## config.mk

```make
export PLATFORM = sky130hd
export DESIGN_NAME = uwb_tdoa_pair_matcher
export DESIGN_NICKNAME = d
export VERILOG_FILES = /design/src/rtl/utpm_pkg.sv /design/src/rtl/utpm_calc.sv /design/src/rtl/uwb_tdoa_pair_matcher.sv
export SDC_FILE = /design/constraint.sdc
export NUM_CORES = 2
export LEC_CHECK = 0
export BUFFER_PORTS_ARGS = -buffer_cell sky130_fd_sc_hd__buf_4
export CAP_MARGIN = 20
export CORE_ASPECT_RATIO = 1.5
export CORE_MARGIN = 5
export CORE_UTILIZATION = 40
export DETAILED_ROUTE_END_ITERATION = 12
export HOLD_SLACK_MARGIN = 0.15
export PLACE_DENSITY = 0.67
export SLEW_MARGIN = 15
export SYNTH_ARGS = -nofsm -noshare
export SYNTH_HDL_FRONTEND = slang
export SYNTH_SLANG_ARGS = --single-unit
```

## constraint.sdc

```tcl
create_clock -name clk_i -period 16.3 [get_ports clk_i]
set_input_delay 0.815 -clock clk_i [delete_from_list [all_inputs] [get_ports clk_i]]
set_output_delay 0.815 -clock clk_i [all_outputs]
set_load 0.005 [all_outputs]
```

## src/rtl/utpm_pkg.sv

```systemverilog
// Package for the TDOA pair matcher: frame and result word types, frame codes,
// the sequencer state type and the fixed-point constants.
// No dependencies; every other file imports it.
`timescale 1ns / 1ps

package utpm_pkg;

  localparam int unsigned TableDepthDef = 4;
  localparam int unsigned FracBits      = 26;
  localparam int unsigned StampW        = 40;
  localparam int unsigned IdW           = 8;
  localparam int unsigned ReplyW        = 32;
  localparam int unsigned OffsetW       = 16;
  localparam int unsigned ProdW         = ReplyW + OffsetW;
  localparam int unsigned CalcW         = 44;
  localparam int unsigned TdoaW         = 42;
  localparam int unsigned EntryW        = IdW + StampW;
  localparam int unsigned TdoaCntW      = 3;

  localparam logic [9:0]          MaxLen    = 10'd128;
  localparam logic [TdoaCntW-1:0] BatchSize = 3'd4;

  localparam logic [1:0] KindSync     = 2'd0;
  localparam logic [1:0] KindBlink    = 2'd1;
  localparam logic [1:0] KindResponse = 2'd2;
  localparam logic [1:0] KindIgnored  = 2'd3;

  typedef struct packed {
    logic [1:0]                frame_kind;
    logic [9:0]                frame_length;
    logic [IdW-1:0]            sender_id;
    logic [IdW-1:0]            master_ref;
    logic [StampW-1:0]         rx_stamp;
    logic signed [ReplyW-1:0]  reply_delay;
    logic signed [OffsetW-1:0] clock_offset;
  } frame_word_t;

  typedef struct packed {
    logic signed [TdoaW-1:0] tdoa_value;
    logic [IdW-1:0]          master_id;
    logic [IdW-1:0]          slave_id;
    logic                    batch_full;
    logic                    last;
  } result_word_t;

  typedef enum logic [1:0] {
    ST_IDLE,
    ST_READ,
    ST_CALC,
    ST_FINISH
  } seq_state_e;

endpackage

```

## src/rtl/utpm_calc.sv

```systemverilog
// Corrected TDOA datapath: registered reply-times-offset product, a per-entry
// bias term, and the final add with rounding toward zero.
// Depends on utpm_pkg.
`timescale 1ns / 1ps

module utpm_calc (
  input  logic                                    clk_i,
  input  logic                                    load_i,
  input  logic                                    prep_i,
  input  logic signed [utpm_pkg::ReplyW-1:0]      reply_i,
  input  logic signed [utpm_pkg::OffsetW-1:0]     offset_i,
  input  logic [utpm_pkg::StampW-1:0]             rx_stamp_i,
  input  logic [utpm_pkg::StampW-1:0]             master_time_i,
  output logic signed [utpm_pkg::TdoaW-1:0]       tdoa_o
);
  import utpm_pkg::*;

  logic signed [ProdW-1:0]  prod_q;
  logic signed [ReplyW-1:0] reply_q;
  logic signed [CalcW-1:0]  bias_q;
  logic                     frac_nz_q;
  logic signed [CalcW-1:0]  diff;
  logic signed [CalcW-1:0]  base;
  logic signed [CalcW-1:0]  base_adj;

  always_ff @(posedge clk_i) begin
    if (load_i) begin
      prod_q  <= ProdW'(reply_i) * ProdW'(offset_i);
      reply_q <= reply_i;
    end
    // The floored quotient and the remainder flag are split off here so the
    // scan cycle only sees a subtract, an add and an increment.
    if (prep_i) begin
      bias_q    <= CalcW'(prod_q >>> FracBits) - CalcW'(reply_q);
      frac_nz_q <= |prod_q[FracBits-1:0];
    end
  end

  always_comb begin
    diff     = $signed({{(CalcW-StampW){1'b0}}, rx_stamp_i})
             - $signed({{(CalcW-StampW){1'b0}}, master_time_i});
    base     = diff + bias_q;
    // A negative sum with a nonzero fraction moves up by one: truncation
    // toward zero.
    base_adj = base + $signed({{(CalcW-1){1'b0}}, base[CalcW-1] & frac_nz_q});
  end

  assign tdoa_o = base_adj[TdoaW-1:0];

endmodule

```

## src/rtl/uwb_tdoa_pair_matcher.sv

```systemverilog
// TDOA pair matcher. A frame is taken when start is high and busy is low.
// Blinks, dropped frames and responses to an empty table give no result; busy stays low.
// A response scans the master table entry by entry (memory read, then compare and compute),
// then flushes, busy high throughout; it stops at the last stored entry or a full batch.
// Each result word is strobed for one cycle, cannot be stalled, the last as busy falls.
// Asynchronous active-low reset empties the table and clears both counts.
`timescale 1ns / 1ps

module uwb_tdoa_pair_matcher #(
  parameter int unsigned TableDepth = utpm_pkg::TableDepthDef
) (
  input  logic                   clk_i,
  input  logic                   rst_ni,
  input  logic                   start,
  output logic                   busy,
  input  utpm_pkg::frame_word_t  in_word_i,
  output logic                   strobe,
  output utpm_pkg::result_word_t result_o
);
  import utpm_pkg::*;

  localparam int unsigned IdxW = (TableDepth > 1) ? $clog2(TableDepth) : 1;
  localparam int unsigned CntW = $clog2(TableDepth + 1);
  localparam logic [CntW-1:0] DepthCnt = CntW'(TableDepth);

  seq_state_e            state_q, state_d;
  logic [CntW-1:0]       mcount_q, mcount_d;
  logic [TdoaCntW-1:0]   tcount_q, tcount_d;
  logic [IdxW-1:0]       idx_q, idx_d;
  frame_word_t           frame_q;
  result_word_t          pend_q, pend_d;
  logic                  pend_vld_q, pend_vld_d;
  result_word_t          out_q, out_d;
  logic                  strobe_q, strobe_d;

  logic [EntryW-1:0]     mem_q [TableDepth];
  logic [EntryW-1:0]     rd_q;
  logic                  mem_we;
  logic                  accept;
  logic                  keep;
  logic                  do_read;
  logic                  match;
  logic                  full;
  logic                  scan_end;
  logic signed [TdoaW-1:0] tdoa;

  assign accept   = start && (state_q == ST_IDLE);
  assign keep     = in_word_i.frame_length < MaxLen;
  assign match    = rd_q[EntryW-1 -: IdW] == frame_q.master_ref;
  assign full     = (tcount_q + TdoaCntW'(1)) == BatchSize;
  assign scan_end = (CntW'(idx_q) + CntW'(1)) == mcount_q;

  // Table memory: written by blinks while idle, read once per scan step.
  always_ff @(posedge clk_i) begin
    if (mem_we) begin
      mem_q[mcount_q[IdxW-1:0]] <= {in_word_i.sender_id, in_word_i.rx_stamp};
    end
    if (do_read) begin
      rd_q <= mem_q[idx_q];
    end
    if (accept) begin
      frame_q <= in_word_i;
    end
  end

  utpm_calc u_calc (
    .clk_i         (clk_i),
    .load_i        (accept),
    .prep_i        (do_read),
    .reply_i       (in_word_i.reply_delay),
    .offset_i      (in_word_i.clock_offset),
    .rx_stamp_i    (frame_q.rx_stamp),
    .master_time_i (rd_q[StampW-1:0]),
    .tdoa_o        (tdoa)
  );

  // Next state.
  always_comb begin
    state_d = state_q;
    case (state_q)
      ST_IDLE: begin
        if (accept && keep && in_word_i.frame_kind == KindResponse && mcount_q != '0) begin
          state_d = ST_READ;
        end
      end
      ST_READ:   state_d = ST_CALC;
      ST_CALC: begin
        if ((match && full) || scan_end) begin
          state_d = ST_FINISH;
        end else begin
          state_d = ST_READ;
        end
      end
      ST_FINISH: state_d = ST_IDLE;
      default:   state_d = ST_IDLE;
    endcase
  end

  // Outputs and datapath control.
  always_comb begin
    mcount_d   = mcount_q;
    tcount_d   = tcount_q;
    idx_d      = idx_q;
    pend_d     = pend_q;
    pend_vld_d = pend_vld_q;
    out_d      = out_q;
    strobe_d   = 1'b0;
    mem_we     = 1'b0;
    do_read    = 1'b0;
    case (state_q)
      ST_IDLE: begin
        if (accept && keep) begin
          if (in_word_i.frame_kind == KindBlink && mcount_q < DepthCnt) begin
            mem_we   = 1'b1;
            mcount_d = mcount_q + CntW'(1);
          end
          idx_d      = '0;
          pend_vld_d = 1'b0;
        end
      end
      ST_READ: begin
        do_read = 1'b1;
      end
      ST_CALC: begin
        idx_d = idx_q + IdxW'(1);
        if (match) begin
          // The previous result goes out now; it is known not to be the last.
          if (pend_vld_q) begin
            out_d    = pend_q;
            strobe_d = 1'b1;
          end
          pend_d.tdoa_value = tdoa;
          pend_d.master_id  = frame_q.master_ref;
          pend_d.slave_id   = frame_q.sender_id;
          pend_d.batch_full = full;
          pend_d.last       = 1'b0;
          pend_vld_d        = 1'b1;
          if (full) begin
            tcount_d = '0;
            mcount_d = '0;
          end else begin
            tcount_d = tcount_q + TdoaCntW'(1);
          end
        end
      end
      ST_FINISH: begin
        if (pend_vld_q) begin
          out_d      = pend_q;
          out_d.last = 1'b1;
          strobe_d   = 1'b1;
        end
        pend_vld_d = 1'b0;
      end
      default: begin
        pend_vld_d = 1'b0;
      end
    endcase
  end

  always_ff @(posedge clk_i or negedge rst_ni) begin
    if (!rst_ni) begin
      state_q    <= ST_IDLE;
      mcount_q   <= '0;
      tcount_q   <= '0;
      idx_q      <= '0;
      pend_vld_q <= 1'b0;
      strobe_q   <= 1'b0;
    end else begin
      state_q    <= state_d;
      mcount_q   <= mcount_d;
      tcount_q   <= tcount_d;
      idx_q      <= idx_d;
      pend_vld_q <= pend_vld_d;
      strobe_q   <= strobe_d;
    end
  end

  always_ff @(posedge clk_i) begin
    pend_q <= pend_d;
    out_q  <= out_d;
  end

  assign busy     = state_q != ST_IDLE;
  assign strobe   = strobe_q;
  assign result_o = out_q;

`ifndef NO_ASSERTIONS
  a_count_bound : assert property (@(posedge clk_i) disable iff (!rst_ni)
    mcount_q <= DepthCnt && tcount_q < BatchSize)
    else $error("table or batch count out of range");

  a_full_clears : assert property (@(posedge clk_i) disable iff (!rst_ni)
    strobe && result_o.batch_full |-> mcount_q == '0 && tcount_q == '0)
    else $error("batch end did not clear the table");

  a_full_is_last : assert property (@(posedge clk_i) disable iff (!rst_ni)
    strobe && result_o.batch_full |-> result_o.last)
    else $error("batch end word not marked last");

  a_finish_idle : assert property (@(posedge clk_i) disable iff (!rst_ni)
    state_q == ST_FINISH |=> !busy && !pend_vld_q)
    else $error("pending word left after scan");
`endif

endmodule

```

* Word-level counts from Yosys, hierarchy flattened
Memories as Yosys holds them, arrays and structs flattened. A register that Yosys moved wholly into a read port is not among the register bits. Index checks and enable logic that the tools add are counted.
Storage, ports and cells: input bits 119, memories kept 1, output and inout bits 62, flip-flop bits (word level) 312, memory bits (writable) 192
Cells by class: add/subtract/negate cells 8, bitwise logic cells 1, magnitude comparators 2, multipliers 1, reductions and logical operators 19, equality and inequality tests 15, multiplexer cells 27
Memory list:
- mem_q | words 4, width 48, read ports 1, clocked after Yosys merged registers in 1, wr ports 1, line uwb_tdoa_pair_matcher.sv:36 | logic [EntryW-1:0] mem_q [TableDepth];
Operators by type and width (count):
- 2-to-1 mux 60 bit | 3
- one-hot mux 60 bit (2 select lines) | 1
- multiplier 32 x 16 -> 48 bit | 1
- adder 41 x 44 -> 44 bit | 1
- adder 42 x 2 -> 42 bit | 1
- subtractor 40 x 40 -> 41 bit | 1
- subtractor 22 x 32 -> 33 bit | 1
- OR reduction 26 bit | 1
- 2-to-1 mux 3 bit | 5
- less-than comparator 10 x 8 -> 1 bit (second input constant) | 1
- 2-to-1 mux 1 bit | 10
- == test 8 bit | 1
- != test 2 bit (second input constant) | 4
- one-hot mux 2 bit (4 select lines) | 1
- adder 3 x 1 -> 3 bit (second input constant) | 2
- == test 2 bit (second input constant) | 3
- logical AND 1 bit | 6
- 2-to-1 mux 2 bit | 3
- != test 2 x 1 -> 1 bit (second input constant) | 3
- one-hot mux 3 bit (2 select lines) | 1
- nonzero test 2 bit | 3
- nonzero test 3 bit | 2
- AND reduction 5 bit | 1
- == test 2 x 1 -> 1 bit (second input constant) | 2
- other kinds (14) | 15

* Longest topological paths before layout
depth in word-level cells 7, gate-level depth with buffers 35, mapped depth without buffers 35

* Modules after synthesis
Synthesis repeated with hierarchy kept, for this count alone.
Unflattened totals: cells, all modules 3839, area, all modules 43112.6 µm²
Modules (own cells, without submodules):
- utpm_calc | cells an instance 3278, area each 28646.2 µm², instances 1
- uwb_tdoa_pair_matcher | cells an instance 561, area each 14466.4 µm², instances 1

* Worst setup path before layout
OpenSTA, ideal clock, no wires.
path type reg2reg, start register state_q[1], end memory mem_q[3][0] in the netlist's numbering (enable), path slack 6.407 ns, buffers on the path 1, setup time 0.411 ns, arrival 9.482 ns, cell stages (with the launch flop) 7, cell sequence dfrtp_1 -> clkbuf_1 -> or2_2 -> nor2_1 -> nand2_1 -> nor4b_1 -> and2_1
Between the ends: word-level cells in the longest chain between the ends 7
RTL lines:
- start: declaration | line uwb_tdoa_pair_matcher.sv:26 | seq_state_e state_q, state_d;
- start signal: assignment | line uwb_tdoa_pair_matcher.sv:169 | state_q <= state_d;
- logical NOT 2 bit | line uwb_tdoa_pair_matcher.sv:47 | assign accept = start && (state_q == ST_IDLE);
- logical AND 1 bit | line uwb_tdoa_pair_matcher.sv:47
- named net accept | line uwb_tdoa_pair_matcher.sv:39 | logic accept;
- logical AND 1 bit | line uwb_tdoa_pair_matcher.sv:112 | if (accept && keep) begin
- 2-to-1 mux 1 bit | line uwb_tdoa_pair_matcher.sv:112
- 2-to-1 mux 1 bit | line uwb_tdoa_pair_matcher.sv:110 | case (state_q)
- 2-to-1 mux 1 bit | line uwb_tdoa_pair_matcher.sv:55 | if (mem_we) begin
- 2-to-1 mux 1 bit (not written as such) | line uwb_tdoa_pair_matcher.sv:56 | mem_q[mcount_q[IdxW-1:0]] <= {in_word_i.sender_id, in_word_i.rx_stamp};
- end: declaration | line uwb_tdoa_pair_matcher.sv:36
The timed path passes the listed nets, and every way through them passes these cells.

* Final worst setup path
start register rd_q[1] (read register of mem_q), end register pend_q[54] in the netlist's numbering (data pin)
Between the ends: word-level cells in the longest chain between the ends 4
RTL lines:
- start: declaration | line uwb_tdoa_pair_matcher.sv:37 | logic [EntryW-1:0] rd_q;
- subtractor 40 x 40 -> 41 bit (*) | line utpm_calc.sv:41 | - $signed({{(CalcW-StampW){1'b0}}, master_time_i});
- adder 41 x 44 -> 44 bit (*) | line utpm_calc.sv:42 | base = diff + bias_q;
- bitwise AND 1 bit | line utpm_calc.sv:45 | base_adj = base + $signed({{(CalcW-1){1'b0}}, base[CalcW-1] & frac_nz_q});
- adder 42 x 2 -> 42 bit (*) | line utpm_calc.sv:45
- named net tdoa[36] | line uwb_tdoa_pair_matcher.sv:45 | logic signed [TdoaW-1:0] tdoa;
- end signal: assignment | line uwb_tdoa_pair_matcher.sv:179 | pend_q <= pend_d;
- end: declaration | line uwb_tdoa_pair_matcher.sv:31 | result_word_t pend_q, pend_d;
The timed path passes the listed nets; every way through them passes the cells marked *. A chain may end at the register's enable or synchronous reset.

==> metrics.txt <==
count of cell types in the netlist 89; measured slew at the worst slew-check pin 1.03 ns; TritonRoute pass-1 iters 7; clk buf depth 3; WL/cell 18.3 um; vias per cell 5.16; antenna violations before repair 7; Worst EP arrival 9.36 ns; Placed Cells 5320; GR Layer Usage met1 20.4%; Post-synth EDFFs 529; Place WS 7.29 ns; Slowest-stage cell, CP o31ai_1; total die area 114000 um^2; leading area contributor after synthesis edfxtp_1; non-filler cells in the finished layout 5412; sequential share of the synthesized area 37.6%; CTS clk-pin slew, worst paths 0.07 ns; syn avg cell area 11.2 um^2; layout cells sized above 1 9.26%; CTS tree built; Clock Tree Root clkbuf_16; initial core utilization 40.2%; asr flop ratio synth 2.22%; Pins Over Slew Limit 0; critical path type reg2reg; Synthesized Nets 4680; Max-cap violations 0; worst setup margin 7.26 ns; area of the multi-input gates 23700 um^2; synthesis-stage register bit count 541; setup TNS 0 ns; clock tree sinks 541; Synth Cell Area 43100 um^2; GRT Total Usage 17.4%; WL final 99100 um; outcome complete, no violations; Final Hold Viols 0; routability congestion estimate 0.894; Mapped Cells 3835; dpl hpwl 73500 um; CP Max Fanout 9; met3 Usage GRT 2.58%; RSZ-0062 raised after global routing false; crit share post-route 55.4%; ys flop type edfxtp_1; DIE WIDTH 278 um; postcts setup bufs 0; CP required 16.62 ns; maximum number of pins on one net before global-route repair 138; Skew-Pair Late Insertion Delay 0.58 ns; Slew HR 31.1%; Seq. cell area 16200 um^2; FF-to-FF setup slack 7.26 ns; I/O pins 181; Final Setup Violations 0; Antenna Violating Nets Remaining 0; first-pass GRT wire length 160000 um; Tightest Hold Check Type in2reg; H-Tree Level Count 2; Area Growth Syn to Fin 10.4%; Residual DRC 0; Synth Warn # 0; Achievable Freq 0.111 GHz; FILL cells 9893; grt total ovfl 0; gr busiest metal met2; clock skew 0.0227 ns; die height 412 um; synth top area cells edfxtp_1 (37%), fa_1 (23%), ha_1 (6.9%); Critical Path Start Type register; Num CTS Buffers 47; row count 147; DRT iter0 DRCs 1696; vias post-DR 27900; met2 GRT Util 32.8%; Layout Nets 4800; critical path endpoint category register; Final Critical Period 9.04 ns; Worst path max stage delay 0.77 ns; vias in the first global route 30400; IO Port Bufs 173; core footprint 107000 um^2; Yosys top cell area share 36.9%
## area by class of cell
cell class / count / area share [%]
Timing Repair Buffer: 186 / 2.97
Inverter: 732 / 5.78
Sequential cell: 541 / 34.1
Clock buffer: 51 / 2.55
Multi-Input combinational cell: 2447 / 49.9
Antenna cell: 3 / 0.0158
Clock inverter: 37 / 1.01
Tap cell: 1415 / 3.72
## routing by layer
layer,vias up,share of wire [%],wire [um]
li1,12900,-,-
met2,796,53,52100
met5,-,0.039,39
met3,250,5.4,5360
met4,6,3.5,3520
met1,14000,38,38200
## cells in the final DEF, fill, tap and decap left out, types with 40 or more instances in the layout
cell type	Yosys	routed
inv_1	731	731
edfxtp_1	529	529
fa_1	489	489
nand2_1	411	411
ha_1	237	237
buf_4	0	184
and2_1	184	180
a21oi_1	132	132
xnor2_1	129	129
nor2_1	119	118
o21ai_0	85	85
a21o_1	75	75
xor2_1	54	54
nand3_1	49	49
mux4_2	48	48
clkbuf_16	0	48
nor3_1	41	40
## cell families (layout without fill, tap and decap cells)
| logic type | Yosys count | after routing | share of synthesized area, % |
|---|---|---|---|
| AO/OA/AOI/OAI | 494 | 494 | 7.71 |
| XOR/XNOR | 183 | 183 | 3.72 |
| adder cells (fa/ha/maj) | 726 | 726 | 29.6 |
| buffers and inverters | 847 | 1006 | 7.41 |
| flip-flops | 541 | 541 | 37.6 |
| multiplexers | 54 | 54 | 2.66 |
| other | 0 | 3 | 0 |
| AND/OR/NAND/NOR | 990 | 990 | 11.3 |
## through the flow
step | area (um^2) | util (%) | hold slack, ns
2_1_floorplan | 43100 | - | 0.400
3_3_place_gp | 45800 | 42.8 | 0.401
3_5_place_dp | 45800 | 42.8 | 0.405
4_1_cts | 47500 | 44.4 | 0.375
5_1_grt | 47500 | 44.4 | 0.383
6_report | 47500 | 44.4 | 0.406
## timing repair
action                                 4_1_cts  5_1_grt
endpoints found under the hold margin       12        0
gates resized for setup                      0        0
hold buffers                                 1        0
## registers in the layout, summed over array words and instances (netlist names)
signal and count:
frame_q 56, idx_q 2, mcount_q 3, mem_q 192, pend_q 59, pend_vld_q 1, rd_q 48, result_o 60
state_q 2, strobe 1, tcount_q 3, u_calc.bias_q 33, u_calc.frac_nz_q 1, u_calc.prod_q 48, u_calc.reply_q 32
## cell usage after synthesis (all sizes together), types with 4 or more instances
| cell type | instances |
|---|---|
| edfxtp | 529 |
| buf | 16 |
| fa | 489 |
| and2 | 184 |
| mux2 | 5 |
| o21ai | 92 |
| o21bai | 24 |
| o211a | 6 |
| nor4 | 20 |
| a21o | 75 |
| o311ai | 5 |
| or4 | 9 |
| a21oi | 133 |
| ha | 237 |
| clkbuf | 99 |
| a211oi | 23 |
| o21a | 23 |
| a21boi | 12 |
| a31oi | 19 |
| a31o | 4 |
| nor4b | 5 |
| and3 | 20 |
| a211o | 4 |
| o2111ai | 7 |
| inv | 731 |
| xor2 | 54 |
| or2 | 17 |
| nor2b | 26 |
| nand2 | 412 |
| mux4 | 48 |
| nor3 | 42 |
| nand3 | 49 |
| o41ai | 5 |
| a2111oi | 8 |
| or3 | 12 |
| nor2 | 119 |
| o311a | 4 |
| xnor2 | 129 |
| dfrtp | 12 |
| o31ai | 13 |
| o211ai | 9 |
| and4 | 4 |
| nand4 | 26 |
| nand2b | 32 |
## worst max-delay path, delay by kind of cell, from the launching register on
family	cells	cell delay (ns)
xor gates and xnor gates	2	0.35
adders and majority gates	4	1.01
AOI/OAI and AO/OA	14	3.93
DFF	1	0.41
buffers and inverters	1	0.07
and+or+nand+nor	11	3.02
## final timing paths
path / endpoint / cells after the start / from
min: frame_q[92] / 1 / in_word_i[92]
min reg2reg: result_o[6] / 0 / pend_q[6]
max in group asynchronous: idx_q[0] / 2 / rst_ni
min in group asynchronous: idx_q[1] / 2 / rst_ni
max reg2reg: pend_q[54] / 32 / rd_q[1]
max: pend_q[54] / 32 / rd_q[1]
Power is not shown: default switching activity piles up to over one toggle a cycle in this logic, so the estimate is an artifact.
